===== src/sv/tsrf_pkg.sv =====
// ----------------------------------------------------------------------------
// tsrf_pkg: shared types and codes of the touch sample rank filter
// Sample width, window depth, item kind and pen code encodings.
// ----------------------------------------------------------------------------
package tsrf_pkg;

    localparam int SAMPLE_BITS = 10;
    localparam int WIN_DEPTH   = 5;
    localparam int HOLD_BITS   = 16;
    localparam int WARM_BITS   = 3;
    localparam int CFG_BITS    = 16;
    localparam int PTR_BITS    = $clog2(WIN_DEPTH);

    // Slot of the sorted window that is reported (second largest)
    localparam int REPORT_SLOT = 3;

    typedef logic [SAMPLE_BITS-1:0] sample_t;
    typedef sample_t [WIN_DEPTH-1:0] win_t;
    typedef logic [PTR_BITS-1:0]    ptr_t;
    typedef logic [HOLD_BITS-1:0]   hold_t;
    typedef logic [WARM_BITS-1:0]   warm_t;

    typedef enum logic [1:0] {
        KIND_CONTACT = 2'd0,
        KIND_SAMPLE  = 2'd1,
        KIND_TICK    = 2'd2,
        KIND_UNUSED  = 2'd3
    } kind_t;

    typedef enum logic [1:0] {
        PEN_UP    = 2'd0,
        PEN_TOUCH = 2'd1,
        PEN_LONG  = 2'd2,
        PEN_RSVD  = 2'd3
    } pen_code_t;

    typedef enum logic {
        CFG_LONG_HOLD = 1'b0,
        CFG_WARMUP    = 1'b1
    } cfg_index_t;

endpackage


===== src/sv/tsrf_if.sv =====
// ----------------------------------------------------------------------------
// tsrf_if: valid/ready channels of the touch sample rank filter
// Event channel (kind and raw samples) and report channel.
// ----------------------------------------------------------------------------
interface tsrf_event_if
    import tsrf_pkg::*;
();
    logic    valid;
    logic    ready;
    logic [1:0] kind;
    sample_t sample_x;
    sample_t sample_y;

    modport source (output valid, output kind, output sample_x, output sample_y,
                    input ready);
    modport sink   (input valid, input kind, input sample_x, input sample_y,
                    output ready);
endinterface

interface tsrf_report_if
    import tsrf_pkg::*;
();
    logic    valid;
    logic    ready;
    sample_t report_x;
    sample_t report_y;
    logic [1:0] pen_code;

    modport source (output valid, output report_x, output report_y, output pen_code,
                    input ready);
    modport sink   (input valid, input report_x, input report_y, input pen_code,
                    output ready);
endinterface


===== src/sv/touch_sample_rank_filter.sv =====
// ----------------------------------------------------------------------------
// touch_sample_rank_filter: five-sample rank filter for touch coordinates
// Warm-up, pen state, hold timer and second-largest rank report of x and y.
// ----------------------------------------------------------------------------
// Usage
//   events  : valid/ready sink. Each transaction carries kind (contact change,
//             coordinate sample or time tick) plus raw x/y samples.
//   reports : valid/ready source. Zero or one report per event: filtered x/y
//             and pen code (up, down, long hold).
//   cfg_*   : write port; index 0 long-hold tick threshold, index 1 warm-up
//             sample count. Write only while no event is in flight.
// Timing
//   An accepted event is held in the input register; when the stage advances
//   it updates the filter state and loads the report register. One event
//   per cycle is sustained while reports are taken; the state update (window
//   write, sort network, counters) is combinational and does not hold the
//   flow.
// Reset
//   Windows, pointers, counters and pen state clear; thresholds return to
//   75 ticks and 5 samples.
// Stall
//   A report not taken holds the report register; the input register keeps
//   accepting until it too is full, then events.ready drops.
// ----------------------------------------------------------------------------
module touch_sample_rank_filter
    import tsrf_pkg::*;
(
    input  logic                clk,
    input  logic                rst_n,
    tsrf_event_if.sink          events,
    tsrf_report_if.source       reports,
    input  logic                cfg_we,
    input  logic                cfg_index,
    input  logic [CFG_BITS-1:0] cfg_data
);

    // configuration
    hold_t long_hold_reg;
    warm_t warmup_cfg_reg;

    // input register
    logic    ev_valid_reg;
    kind_t   ev_kind_reg;
    sample_t ev_x_reg;
    sample_t ev_y_reg;

    // filter state
    win_t    win_x_reg,    win_x_next;
    win_t    win_y_reg,    win_y_next;
    ptr_t    ring_ptr_reg, ring_ptr_next;
    warm_t   warm_left_reg, warm_left_next;
    logic    contact_reg,  contact_next;
    sample_t last_x_reg,   last_x_next;
    sample_t last_y_reg,   last_y_next;
    hold_t   hold_reg,     hold_next;

    // report register
    logic      rep_valid_reg, rep_valid_next;
    sample_t   rep_x_reg,     rep_x_next;
    sample_t   rep_y_reg,     rep_y_next;
    pen_code_t rep_code_reg,  rep_code_next;

    logic  advance;
    logic  compute;
    logic  emit;
    win_t  win_x_wr, win_y_wr;
    win_t  sort_x, sort_y;
    warm_t warm_dec;
    hold_t hold_eff;

    // advance the work stage whenever the report register is free or draining
    assign advance      = !rep_valid_reg || reports.ready;
    assign events.ready = !ev_valid_reg || advance;
    assign compute      = ev_valid_reg && advance;

    assign reports.valid    = rep_valid_reg;
    assign reports.report_x = rep_x_reg;
    assign reports.report_y = rep_y_reg;
    assign reports.pen_code = rep_code_reg;

    // write the new sample into its slot, then sort both windows
    always_comb
    begin
        for (int i = 0; i < WIN_DEPTH; i++)
        begin
            win_x_wr[i] = (ring_ptr_reg == PTR_BITS'(i)) ? ev_x_reg : win_x_reg[i];
            win_y_wr[i] = (ring_ptr_reg == PTR_BITS'(i)) ? ev_y_reg : win_y_reg[i];
        end
    end

    tsrf_sort5 u_sort_x (.din(win_x_wr), .dout(sort_x));
    tsrf_sort5 u_sort_y (.din(win_y_wr), .dout(sort_y));

    assign warm_dec = warm_left_reg - WARM_BITS'(1);

    // state update and report selection for the event in the input register
    always_comb
    begin
        win_x_next     = win_x_reg;
        win_y_next     = win_y_reg;
        ring_ptr_next  = ring_ptr_reg;
        warm_left_next = warm_left_reg;
        contact_next   = contact_reg;
        last_x_next    = last_x_reg;
        last_y_next    = last_y_reg;
        hold_next      = hold_reg;
        emit           = 1'b0;
        rep_x_next     = rep_x_reg;
        rep_y_next     = rep_y_reg;
        rep_code_next  = rep_code_reg;
        hold_eff       = hold_reg;

        if (compute)
        begin
            case (ev_kind_reg)
                KIND_CONTACT:
                begin
                    if (!contact_reg)
                    begin
                        // touch-down: restart warm-up
                        ring_ptr_next  = '0;
                        warm_left_next = warmup_cfg_reg;
                    end
                    else
                    begin
                        // release: report last position unless still warming up
                        contact_next = 1'b0;
                        if (warm_left_reg == '0)
                        begin
                            emit          = 1'b1;
                            rep_x_next    = last_x_reg;
                            rep_y_next    = last_y_reg;
                            rep_code_next = PEN_UP;
                        end
                    end
                end
                KIND_SAMPLE:
                begin
                    contact_next  = 1'b1;
                    ring_ptr_next = (ring_ptr_reg == PTR_BITS'(WIN_DEPTH - 1)) ?
                                    '0 : ring_ptr_reg + PTR_BITS'(1);
                    win_x_next    = win_x_wr;
                    win_y_next    = win_y_wr;
                    if (warm_left_reg != '0)
                    begin
                        warm_left_next = warm_dec;
                    end
                    if (warm_left_reg == '0 || warm_dec == '0)
                    begin
                        if (warm_left_reg != '0)
                        begin
                            // warm-up just ended: restart the hold timer
                            hold_next = '0;
                            hold_eff  = '0;
                        end
                        win_x_next    = sort_x;
                        win_y_next    = sort_y;
                        last_x_next   = sort_x[REPORT_SLOT];
                        last_y_next   = sort_y[REPORT_SLOT];
                        emit          = 1'b1;
                        rep_x_next    = sort_x[REPORT_SLOT];
                        rep_y_next    = sort_y[REPORT_SLOT];
                        rep_code_next = (hold_eff >= long_hold_reg) ? PEN_LONG : PEN_TOUCH;
                    end
                end
                KIND_TICK:
                begin
                    // saturate at full scale
                    if (hold_reg != '1)
                    begin
                        hold_next = hold_reg + HOLD_BITS'(1);
                    end
                end
                default:
                begin
                    // unused kind: drop
                end
            endcase
        end

        if (compute)
        begin
            rep_valid_next = emit;
        end
        else if (reports.ready)
        begin
            rep_valid_next = 1'b0;
        end
        else
        begin
            rep_valid_next = rep_valid_reg;
        end
    end

    // configuration registers
    always_ff @(posedge clk or negedge rst_n)
    begin
        if (!rst_n)
        begin
            long_hold_reg  <= HOLD_BITS'(75);
            warmup_cfg_reg <= WARM_BITS'(5);
        end
        else if (cfg_we)
        begin
            case (cfg_index_t'(cfg_index))
                CFG_LONG_HOLD: long_hold_reg  <= cfg_data[HOLD_BITS-1:0];
                CFG_WARMUP:    warmup_cfg_reg <= cfg_data[WARM_BITS-1:0];
                default:       ;
            endcase
        end
    end

    // input register: load on every transaction, hold while the stage is stalled
    always_ff @(posedge clk or negedge rst_n)
    begin
        if (!rst_n)
        begin
            ev_valid_reg <= 1'b0;
        end
        else if (events.ready)
        begin
            ev_valid_reg <= events.valid;
        end
    end

    always_ff @(posedge clk)
    begin
        if (events.valid && events.ready)
        begin
            ev_kind_reg <= kind_t'(events.kind);
            ev_x_reg    <= events.sample_x;
            ev_y_reg    <= events.sample_y;
        end
    end

    // filter state and report valid
    always_ff @(posedge clk or negedge rst_n)
    begin
        if (!rst_n)
        begin
            win_x_reg     <= '0;
            win_y_reg     <= '0;
            ring_ptr_reg  <= '0;
            warm_left_reg <= '0;
            contact_reg   <= 1'b0;
            last_x_reg    <= '0;
            last_y_reg    <= '0;
            hold_reg      <= '0;
            rep_valid_reg <= 1'b0;
        end
        else
        begin
            win_x_reg     <= win_x_next;
            win_y_reg     <= win_y_next;
            ring_ptr_reg  <= ring_ptr_next;
            warm_left_reg <= warm_left_next;
            contact_reg   <= contact_next;
            last_x_reg    <= last_x_next;
            last_y_reg    <= last_y_next;
            hold_reg      <= hold_next;
            rep_valid_reg <= rep_valid_next;
        end
    end

    // report payload
    always_ff @(posedge clk)
    begin
        rep_x_reg    <= rep_x_next;
        rep_y_reg    <= rep_y_next;
        rep_code_reg <= rep_code_next;
    end

endmodule


===== src/sv/tsrf_sort5.sv =====
// ----------------------------------------------------------------------------
// tsrf_sort5: five-entry ascending sorting network
// Nine compare-exchange cells in six levels, purely combinational.
// ----------------------------------------------------------------------------
module tsrf_sort5
    import tsrf_pkg::*;
(
    input  win_t din,
    output win_t dout
);

    win_t l1, l2, l3, l4, l5;

    always_comb
    begin
        // level 1: (0,1) (3,4)
        l1 = din;
        if (din[0] > din[1])
        begin
            l1[0] = din[1];
            l1[1] = din[0];
        end
        if (din[3] > din[4])
        begin
            l1[3] = din[4];
            l1[4] = din[3];
        end
        // level 2: (2,4)
        l2 = l1;
        if (l1[2] > l1[4])
        begin
            l2[2] = l1[4];
            l2[4] = l1[2];
        end
        // level 3: (2,3) (1,4)
        l3 = l2;
        if (l2[2] > l2[3])
        begin
            l3[2] = l2[3];
            l3[3] = l2[2];
        end
        if (l2[1] > l2[4])
        begin
            l3[1] = l2[4];
            l3[4] = l2[1];
        end
        // level 4: (0,3)
        l4 = l3;
        if (l3[0] > l3[3])
        begin
            l4[0] = l3[3];
            l4[3] = l3[0];
        end
        // level 5: (0,2) (1,3) then (1,2)
        l5 = l4;
        if (l4[0] > l4[2])
        begin
            l5[0] = l4[2];
            l5[2] = l4[0];
        end
        if (l4[1] > l4[3])
        begin
            l5[1] = l4[3];
            l5[3] = l4[1];
        end
        dout = l5;
        if (l5[1] > l5[2])
        begin
            dout[1] = l5[2];
            dout[2] = l5[1];
        end
    end

endmodule


===== src/flat_wrapper.sv =====
// flat-port wrapper written by rule: the top's interface ports become plain ports
module touch_sample_rank_filter_flat import tsrf_pkg::*;
  (clk, rst_n, cfg_we, cfg_index, cfg_data, events_valid, events_kind, events_sample_x, events_sample_y, events_ready, reports_valid, reports_report_x, reports_report_y, reports_pen_code, reports_ready);
  tsrf_event_if events_i ();
  tsrf_report_if reports_i ();
  input  logic clk;
  input  logic rst_n;
  input  logic cfg_we;
  input  logic cfg_index;
  input  logic [CFG_BITS-1:0] cfg_data;
  input wire logic [$bits(events_i.valid)-1:0] events_valid;
  input wire logic [$bits(events_i.kind)-1:0] events_kind;
  input wire logic [$bits(events_i.sample_x)-1:0] events_sample_x;
  input wire logic [$bits(events_i.sample_y)-1:0] events_sample_y;
  output wire logic [$bits(events_i.ready)-1:0] events_ready;
  output wire logic [$bits(reports_i.valid)-1:0] reports_valid;
  output wire logic [$bits(reports_i.report_x)-1:0] reports_report_x;
  output wire logic [$bits(reports_i.report_y)-1:0] reports_report_y;
  output wire logic [$bits(reports_i.pen_code)-1:0] reports_pen_code;
  input wire logic [$bits(reports_i.ready)-1:0] reports_ready;
  assign events_i.valid = events_valid;
  assign events_i.kind = events_kind;
  assign events_i.sample_x = events_sample_x;
  assign events_i.sample_y = events_sample_y;
  assign events_ready = events_i.ready;
  assign reports_valid = reports_i.valid;
  assign reports_report_x = reports_i.report_x;
  assign reports_report_y = reports_i.report_y;
  assign reports_pen_code = reports_i.pen_code;
  assign reports_i.ready = reports_ready;
  touch_sample_rank_filter u_core (.clk(clk), .rst_n(rst_n), .events(events_i), .reports(reports_i), .cfg_we(cfg_we), .cfg_index(cfg_index), .cfg_data(cfg_data));
endmodule

===== config.mk =====
export PLATFORM = sky130hd
export DESIGN_NAME = touch_sample_rank_filter_flat
export DESIGN_NICKNAME = d
export VERILOG_FILES = /design/src/sv/tsrf_pkg.sv /design/src/sv/tsrf_if.sv /design/src/sv/touch_sample_rank_filter.sv /design/src/sv/tsrf_sort5.sv /design/src/flat_wrapper.sv
export SDC_FILE = /design/constraint.sdc
export NUM_CORES = 1
export LEC_CHECK = 0
export BUFFER_PORTS_ARGS = -buffer_cell sky130_fd_sc_hd__buf_2
export CAP_MARGIN = 20
export CORE_MARGIN = 2
export CORE_UTILIZATION = 25
export DETAILED_ROUTE_END_ITERATION = 8
export SKIP_LAST_GASP = 1
export SYNTH_ARGS = -nofsm -noshare
export SYNTH_HDL_FRONTEND = slang
export SYNTH_HIERARCHICAL = 1
export SYNTH_SLANG_ARGS = --single-unit
export TNS_END_PERCENT = 100

===== constraint.sdc =====
create_clock -name clk -period 32.4 [get_ports clk]
set_input_delay 6.48 -clock clk [delete_from_list [all_inputs] [get_ports clk]]
set_output_delay 6.48 -clock clk [all_outputs]
set_load 0.03 [all_outputs]

== Word level (Yosys, flattened, before mapping) ==
Cells that the tools add are included.
Word-level totals
  word-level logic and storage cells: 158
  output and inout bits: 24
  flip-flop bits (word level): 208
Cells by class
  bitwise operators: 1
  order comparisons: 19
  muxes and demuxes: 72
  add/subtract/negate cells: 3
  equality and inequality tests: 13
  reductions and logical operators: 24
Operators with widths (number)
  2-to-1 mux 10 bit: 36
  greater-than comparator 10 bit: 18
  2-to-1 mux 20 bit: 8
  2-to-1 mux 50 bit: 2
  2-to-1 mux 16 bit: 5
  one-hot mux 10 bit (2 select lines): 2
  one-hot mux 16 bit (2 select lines): 1
  adder 16 x 1 -> 16 bit, second input constant: 1
  >= comparator 16 bit: 1
  inequality test 16 bit, second input constant: 1
  2-to-1 mux 3 bit: 4
  one-hot mux 3 bit (2 select lines): 2
  inequality test 2 x 1 -> 1 bit, second input constant: 5
  logical NOT 3 bit: 3
  2-to-1 mux 2 bit: 4
  AND reduction 2 bit: 4
  AND reduction 4 bit: 2
  equality test 3 x 2 -> 1 bit, second input constant: 2
  AND reduction 3 bit: 2
  nonzero test 2 bit: 3
  2-to-1 mux 1 bit: 5
  AND reduction 5 bit: 1
  one-hot mux 1 bit (2 select lines): 2
  one-hot mux 2 bit (2 select lines): 1
  13 further kinds: 17

== Logic depth before layout (Yosys ltp) ==
Gate-level depths: netlist of run 1.
  word-level depth: 15
  depth in mapped cells: 72
  mapped depth without buffers: 61

== Cells and area by module ==
The synthesis of run 1 kept the hierarchy.
Modules (own cells, without submodules)
  touch_sample_rank_filter: cells each 1000, times used 1, sequential area each 5432.7 µm², area an instance 10775.3 µm²
  tsrf_sort5 (u_core.u_sort_y): cells each 702, times used 1, sequential area each 0.0 µm², area an instance 5156.2 µm²
  tsrf_sort5 (u_core.u_sort_x): cells each 640, times used 1, sequential area each 0.0 µm², area an instance 4530.6 µm²

== Worst setup path before layout of run 1 ==
Ideal clock, no wire load.
  path type: input -> output
  start point: input port reports_ready
  end point: output port events_ready
  arrival: 7009 ps
  required time: 25920 ps
  slack: 18911 ps
  cell stages on the path: 2
  cells stage by stage: and2b_1 > nand2_1
On the way
  longest elaborated chain between the ends: 2
Ends and longest elaborated chain
  from (decl): RTL line flat_wrapper.sv:20  | input wire logic [$bits(reports_i.ready)-1:0] reports_ready;
  logical OR 1 bit: RTL line touch_sample_rank_filter.sv:72  | assign advance = !rep_valid_reg || reports.ready;
  logical OR 1 bit: RTL line touch_sample_rank_filter.sv:73  | assign events.ready = !ev_valid_reg || advance;
  to (decl): RTL line flat_wrapper.sv:15  | output wire logic [$bits(events_i.ready)-1:0] events_ready;
No other way between the ends.

==> metrics.md, run 1 <==
| Metric | Value |
|---|---|
| Status | complete, no violations |
| Max Fanout on Critical Path | 27 |
| Synth area leader | dfrtp_1 |
| Path depth of the worst reg2reg path | 53 |
| Capturing point of the worst reg2reg path | u_core/win_y_reg[28] |
| Port-buffer cells | 67 |
| Largest net degree at the start of global routing | 109 |
| CTS hold repair buffers | 0 |
| Register area | 0.00543 mm^2 |
| Final period util | 48.9% |
| Yosys cell types | 109 |
| CTS root buf | clkbuf_16 |
| GR Layer Usage met2 | 23.9% |
| Area contributors post-synth | dfrtp_1, mux2i_1, ha_1, mux2_2, edfxtp_1 |
| Drt via density | 5.03 |
| Core area | 0.0808 mm^2 |
| Post-synthesis register bit count | 208 |
| GPL Wtd Cong | 0.954 |
| Fraction of registers with async set or reset after synthesis | 78.8% |
| Clock sinks | 208 |
| Dpl hpwl | 50.1 mm |
| Setup TNS | 0 ns |
| DR DRC count | 0 |
| Synth Cell Area | 0.0205 mm^2 |
| Hold endpoint | u_core/win_y_reg[46] |
| Worst path arrival time | 16.33 ns |
| Crit path required time | 32.88 ns |
| Max-slew headroom | 26.0% |
| Setup-failing EPs final | 0 |
| Initial antenna violation count | 1 |
| Area grow syn2layout | 11.4% |
| Hold depth | 2 |
| Resized Gates After CTS | 0 |
| Crit-path slowest cell | a2111oi_4 |
| Layout cell share with drive strength beyond 1 | 15.7% |
| Detail Route Antenna Nets | 0 |
| Slew Limit Fails | 0 |
| GR Layer Usage met1 | 20.5% |
| Worst hold slack | 0.473 ns |
| Final Hold Vio Count | 0 |
| Tightest Hold Check Type | reg -> reg |
| Worst Skew | 0.0197 ns |
| H-Tree Depth | 1 |
| Vias post-DR | 17300 |
| Post-synthesis sequential area ratio | 26.6% |
| Fillers | 8623 |
| Achievable Freq | 0.0631 GHz |
| Gr busiest metal | met2 |
| Row cnt | 104 |
| Post-synth EDFFs | 44 |
| Crit-path max cell delay | 0.97 ns |
| Die ar. | 0.0842 mm^2 |
| Post-CTS Setup Bufs | 0 |
| Startpoint Class | register |
| Critical path type | reg -> reg |
| All-Layer GR Usage | 14.8% |
| Die Height | 290 um |
| Syn nets | 2581 |
| Vias in the first global route | 16400 |
| Total wire length | 64.1 mm |
| Worst-Margin Slew | 1.11 ns |
| Iter 0 DRT Violations | 1384 |
| Post-layout instance area | 0.0228 mm^2 |
| Multi-input logic area | 0.0137 mm^2 |
| CP endpoint kind | register |
| Fin cells | 3430 |
| DR pass1 iterations | 7 |
| Die Span X | 290 um |
| Syn Inst Count | 2342 |
| Fin nets | 2589 |
| Setup slack, reg-to-reg | 16.54 ns |
| Yosys warning total | 6 |
| Register clock-pin slew on the reported worst setup and hold paths | 0.06 ns |
| Worst hold start | u_core/win_y_reg[46] |
| Ys flop type | dfrtp_1 |
| Diodes inserted | 0 |
| Area after DPL | 0.0219 mm^2 |
| Average cell area after synthesis | 8.74 um^2 |
| Post-placement cell count | 3380 |
| Clock latency on the worst-skew pair | 0.57 ns |
| RSZ-0062 raised after global routing | false |
| CTS buffer count | 27 |
| Total gr overflow | 0 |
| Most common cell on crit path | ha_1 |
| TritonCTS clock tree | built |
| Clk buf depth | 3 |
| DR WL/cell | 18.7 um |
| Maxcap violations | 0 |
| First-pass GRT wire length | 98.9 mm |
| Worst R2R Start | u_core/ring_ptr_reg[0] |
| Crit path time final | 15.86 ns |
| Share of the synthesized area in the top cell type | 19.3% |
| Initial Util | 25.3% |
| I/O Pins | 68 |
| M3 GR Usage | 1.81% |
-- how the worst max path moves through the flow --
stage,slack [ns],to,start
3_3_place_gp,16.87,u_core/win_y_reg[15],u_core/ring_ptr_reg[0]
3_5_place_dp,16.68,u_core/win_y_reg[26],u_core/ring_ptr_reg[0]
4_1_cts,16.66,u_core/win_y_reg[26],u_core/ring_ptr_reg[0]
6_report,16.54,u_core/win_y_reg[28],u_core/ring_ptr_reg[0]
5_1_grt,15.32,u_core/win_y_reg[21],u_core/ring_ptr_reg[0]
2_1_floorplan,18.91,events_ready,reports_ready
-- kinds of logic after synthesis --
group | Yosys count | share of synthesized area [%]
simple gates | 596 | 13.5
compound gates | 577 | 19.0
mux | 430 | 22.0
buf+inv | 327 | 6.65
flops | 208 | 26.6
fa+ha+maj | 197 | 12.0
xor+xnor | 7 | 0.300
-- cell type report --
type                            instances  area share (%)
Timing Repair Buffer                   95            2.60
Clock buffer                           33            3.24
Inverter                              211            3.47
Multi-Input combinational cell       1807            60.3
Clock inverter                         16           0.768
Tap cell                             1060            5.82
Sequential cell                       208            23.8
-- routing by layer --
layer  routed length (um)  part of all wire [%]
met2                29000                    45
met3                 3230                   5.0
met5                    0                     0
met4                 2220                   3.5
met1                29600                    46
-- per-stage QoR --
step                      utilization, %  setup WS [ns]
after floorplan                        -          18.91
after global placement              27.0          16.87
after detailed placement            27.0          16.68
after CTS                           28.2          16.66
after global routing                28.2          15.32
final                               28.2          16.54
-- worst max-delay path, delay by kind of cell, from the launching register on --
kind	cells	cell delay, ns
multiplexers	6	1.82
adder cells (fa/ha/maj)	8	2.97
AND/OR/NAND/NOR	20	5.23
buffers and inverters	2	0.40
AO/OA/AOI/OAI	17	4.95
flip-flops	1	0.38
-- cells in the mapped netlist (7+ instances only) --
master / instances
o21ai_1: 14
a31oi_1: 14
nand4_1: 33
and2_1: 27
buf_1: 10
and4_1: 8
a2111o_1: 7
buf_6: 8
a21oi_1: 123
edfxtp_1: 44
o21ai_0: 210
o31ai_1: 9
nor2b_1: 17
nor2_1: 128
o211ai_1: 7
nand3_1: 35
inv_1: 210
mux2_2: 156
nor3_1: 15
nand2_1: 278
a21o_1: 46
dfrtp_1: 158
buf_2: 20
nand2b_1: 11
and3_1: 7
a311oi_1: 8
mux2i_1: 269
ha_1: 195
a211oi_1: 26
clkbuf_1: 67
-- layout by cell type (no fill, tap or decap), types with 6 or more instances in the layout --
master	Yosys	final
nand2b_1	11	11
o21ai_1	14	11
nor2_1	128	125
a311oi_1	8	8
a2111o_1	7	7
a21oi_1	123	122
dfstp_2	6	6
buf_2	20	66
a21o_1	46	46
o21a_1	6	6
nor2b_1	17	16
o2111a_1	6	6
and2_1	27	27
o311ai_1	6	6
clkbuf_16	0	27
and3_1	7	7
nand4_1	33	33
mux2i_1	269	269
nand3_1	35	34
nor4_1	6	6
inv_1	210	210
o21ai_0	210	209
edfxtp_1	44	44
buf_4	6	26
nand2_1	278	278
o21ai_2	3	7
a31oi_1	14	11
mux2_2	156	156
o211ai_1	7	7
and4_1	8	8
ha_1	195	195
dfrtp_1	158	158
nor3_1	15	15
a211o_1	6	6
o31ai_1	9	9
a211oi_1	26	26
Power of run 1 is not shown: default switching activity piles up to over one toggle a cycle in this logic, so the estimate is an artifact.
==> run 2, diff against run 1 <==
clock period = 16.2 ns   (was 32.4 ns; I/O delays follow)
==> metrics.md, run 2 (same netlist as run 1, synthesis figures left out) <==
| Metric | Value |
|---|---|
| Slew Limit Fails | 0 (unchanged) |
| Hold endpoint | u_core/win_x_reg[15] |
| Row cnt | 104 (unchanged) |
| CTS hold repair buffers | 0 (unchanged) |
| Clk buf depth | 3 (unchanged) |
| Path depth of the worst reg2reg path | 61 (+15%) |
| Total wire length | 63.3 mm (-1.2%) |
| Detail Route Antenna Nets | 0 (unchanged) |
| Dpl hpwl | 48.9 mm (-2.5%) |
| CTS root buf | clkbuf_16 |
| Hold depth | 2 (unchanged) |
| Clock sinks | 208 (unchanged) |
| Crit path required time | 16.60 ns (-16.28 ns) |
| Worst-Margin Slew | 1.08 ns (-0.0312 ns) |
| Die ar. | 0.0842 mm^2 (unchanged) |
| Capturing point of the worst reg2reg path | u_core/win_y_reg[19] |
| I/O Pins | 68 (unchanged) |
| Setup slack, reg-to-reg | 1.10 ns (-15.45 ns) |
| Tightest Hold Check Type | reg -> reg |
| DR WL/cell | 18.4 um (-1.4%) |
| H-Tree Depth | 1 (unchanged) |
| Max-slew headroom | 28.1% (+2.1 points) |
| Critical path type | reg -> reg |
| Post-CTS Setup Bufs | 0 (unchanged) |
| Crit-path slowest cell | ha_1 |
| Achievable Freq | 0.0662 GHz (+5.0%) |
| Fin nets | 2597 (+0.31%) |
| Fillers | 8538 (-0.99%) |
| Final Hold Vio Count | 0 (unchanged) |
| Setup-failing EPs final | 0 (unchanged) |
| Crit path time final | 15.10 ns (-0.753 ns) |
| DR DRC count | 0 (unchanged) |
| Iter 0 DRT Violations | 1205 (-13%) |
| Die Span X | 290 um (unchanged) |
| Setup TNS | 0 ns (unchanged) |
| Drt via density | 5.00 (-0.74%) |
| Status | complete, no violations |
| Core area | 0.0808 mm^2 (unchanged) |
| Crit-path max cell delay | 0.57 ns (-0.40 ns) |
| DR pass1 iterations | 5 (-2) |
| Diodes inserted | 0 (unchanged) |
| All-Layer GR Usage | 14.7% (-0.17 points) |
| GPL Wtd Cong | 0.918 (-3.7%) |
| Area grow syn2layout | 12.0% |
| Worst hold start | u_core/win_x_reg[15] |
| CP endpoint kind | register |
| Most common cell on crit path | ha_1 |
| Worst R2R Start | u_core/ring_ptr_reg[0] |
| CTS buffer count | 26 (-3.7%) |
| Max Fanout on Critical Path | 20 (-26%) |
| Register clock-pin slew on the reported worst setup and hold paths | 0.06 ns (about the same) |
| Initial antenna violation count | 0 (-1) |
| Multi-input logic area | 0.0137 mm^2 (about the same) |
| Layout cell share with drive strength beyond 1 | 16.1% (+0.45 points) |
| Port-buffer cells | 67 (unchanged) |
| Most common cell after layout, fill and taps aside | nand2_1 |
| RSZ-0062 raised after global routing | false |
| Post-layout instance area | 0.0229 mm^2 (+0.58%) |
| Initial Util | 25.3% (unchanged) |
| Commonest non-fill, non-tap cells in the layout | nand2_1, mux2i_1, inv_1 |
| Register area | 0.00543 mm^2 (unchanged) |
| Area after DPL | 0.0219 mm^2 (+0.19%) |
| Maxcap violations | 0 (unchanged) |
| Vias in the first global route | 16600 (+1.1%) |
| Clock latency on the worst-skew pair | 0.57 ns (about the same) |
| Largest net degree at the start of global routing | 123 (+13%) |
| Vias post-DR | 17200 (-0.51%) |
| Total gr overflow | 0 (unchanged) |
| TritonCTS clock tree | built |
| Worst path arrival time | 15.51 ns (-0.82 ns) |
| First-pass GRT wire length | 98.3 mm (-0.56%) |
| Die Height | 290 um (unchanged) |
| Worst Skew | 0.0219 ns (+0.00226 ns) |
| Final period util | 93.2% (+44 points) |
| Startpoint Class | register |
==> run 2: cell count changes in the layout (fill, tap and decap cells not counted), moves of 2 or more <==
cell,previous run,this run
clkinvlp_4,3,0
clkinv_2,4,6
buf_4,26,35
clkinv_1,2,0
bufinv_16,3,6
inv_6,3,1
clkbuf_8,4,0
clkinv_4,1,4
==> run 2: worst max-delay path by stage <==
stage                            to  cells after the start                    from  slack [ns]
2_1_floorplan  u_core/win_x_reg[11]                     66  u_core/ring_ptr_reg[0]        2.98
3_3_place_gp   u_core/win_y_reg[21]                     58  u_core/ring_ptr_reg[0]        1.11
3_5_place_dp   u_core/win_y_reg[21]                     58  u_core/ring_ptr_reg[0]        0.91
4_1_cts        u_core/win_y_reg[21]                     58  u_core/ring_ptr_reg[0]        0.82
5_1_grt        u_core/win_y_reg[19]                     60  u_core/ring_ptr_reg[0]        0.05
6_report       u_core/win_y_reg[19]                     61  u_core/ring_ptr_reg[0]        1.10
==> run 2: what timing repair did <==
| action | in CTS | in global routing |
|---|---|---|
| endpoints found under the setup margin | 0 | 18 |
| hold endpoints to repair | 0 | 0 |
| resized for setup | 0 | 3 |
==> run 2: through the flow <==
stage                     std cells  utilization, %  setup WS [ns]  hold WS (ns)
after floorplan                2342               -           2.98         0.444
after global placement         3387            27.1           1.11         0.457
after detailed placement       3388            27.1          0.910         0.467
after CTS                      3436            28.3          0.822         0.481
after global routing           3438            28.4         0.0461         0.503
final                          3438            28.4           1.10         0.474
==> run 2: area by class of cell <==
cell class,instances,share of cell area [%]
Timing Repair Buffer,104,2.88
Tap cell,1060,5.79
Multi-Input combinational cell,1807,60.0
Clock buffer,31,3.11
Sequential cell,208,23.7
Inverter,211,3.45
Clock inverter,17,1.11
==> run 2: critical path, delay by kind of cell (launching register included) <==
family,cells,cell delay (ns)
AO/OA/AOI/OAI,21,4.81
AND/OR/NAND/NOR,18,3.68
adder cells (fa/ha/maj),8,2.38
multiplexers,6,1.85
buffers and inverters,8,1.80
flip-flops,1,0.38
==> run 2: metal layers <==
layer  global-route usage [%]  part of all wire [%]  wire length, um  vias up
met5                        0                     0                0        -
met4                     4.27                   3.0             1910        0
met3                     1.24                   4.3             2710       90
met2                     24.1                    46            29100      427
met1                     20.4                    47            29600     8183
li1                         -                     -                -     8481
Power of run 2 is left out for the same reason.
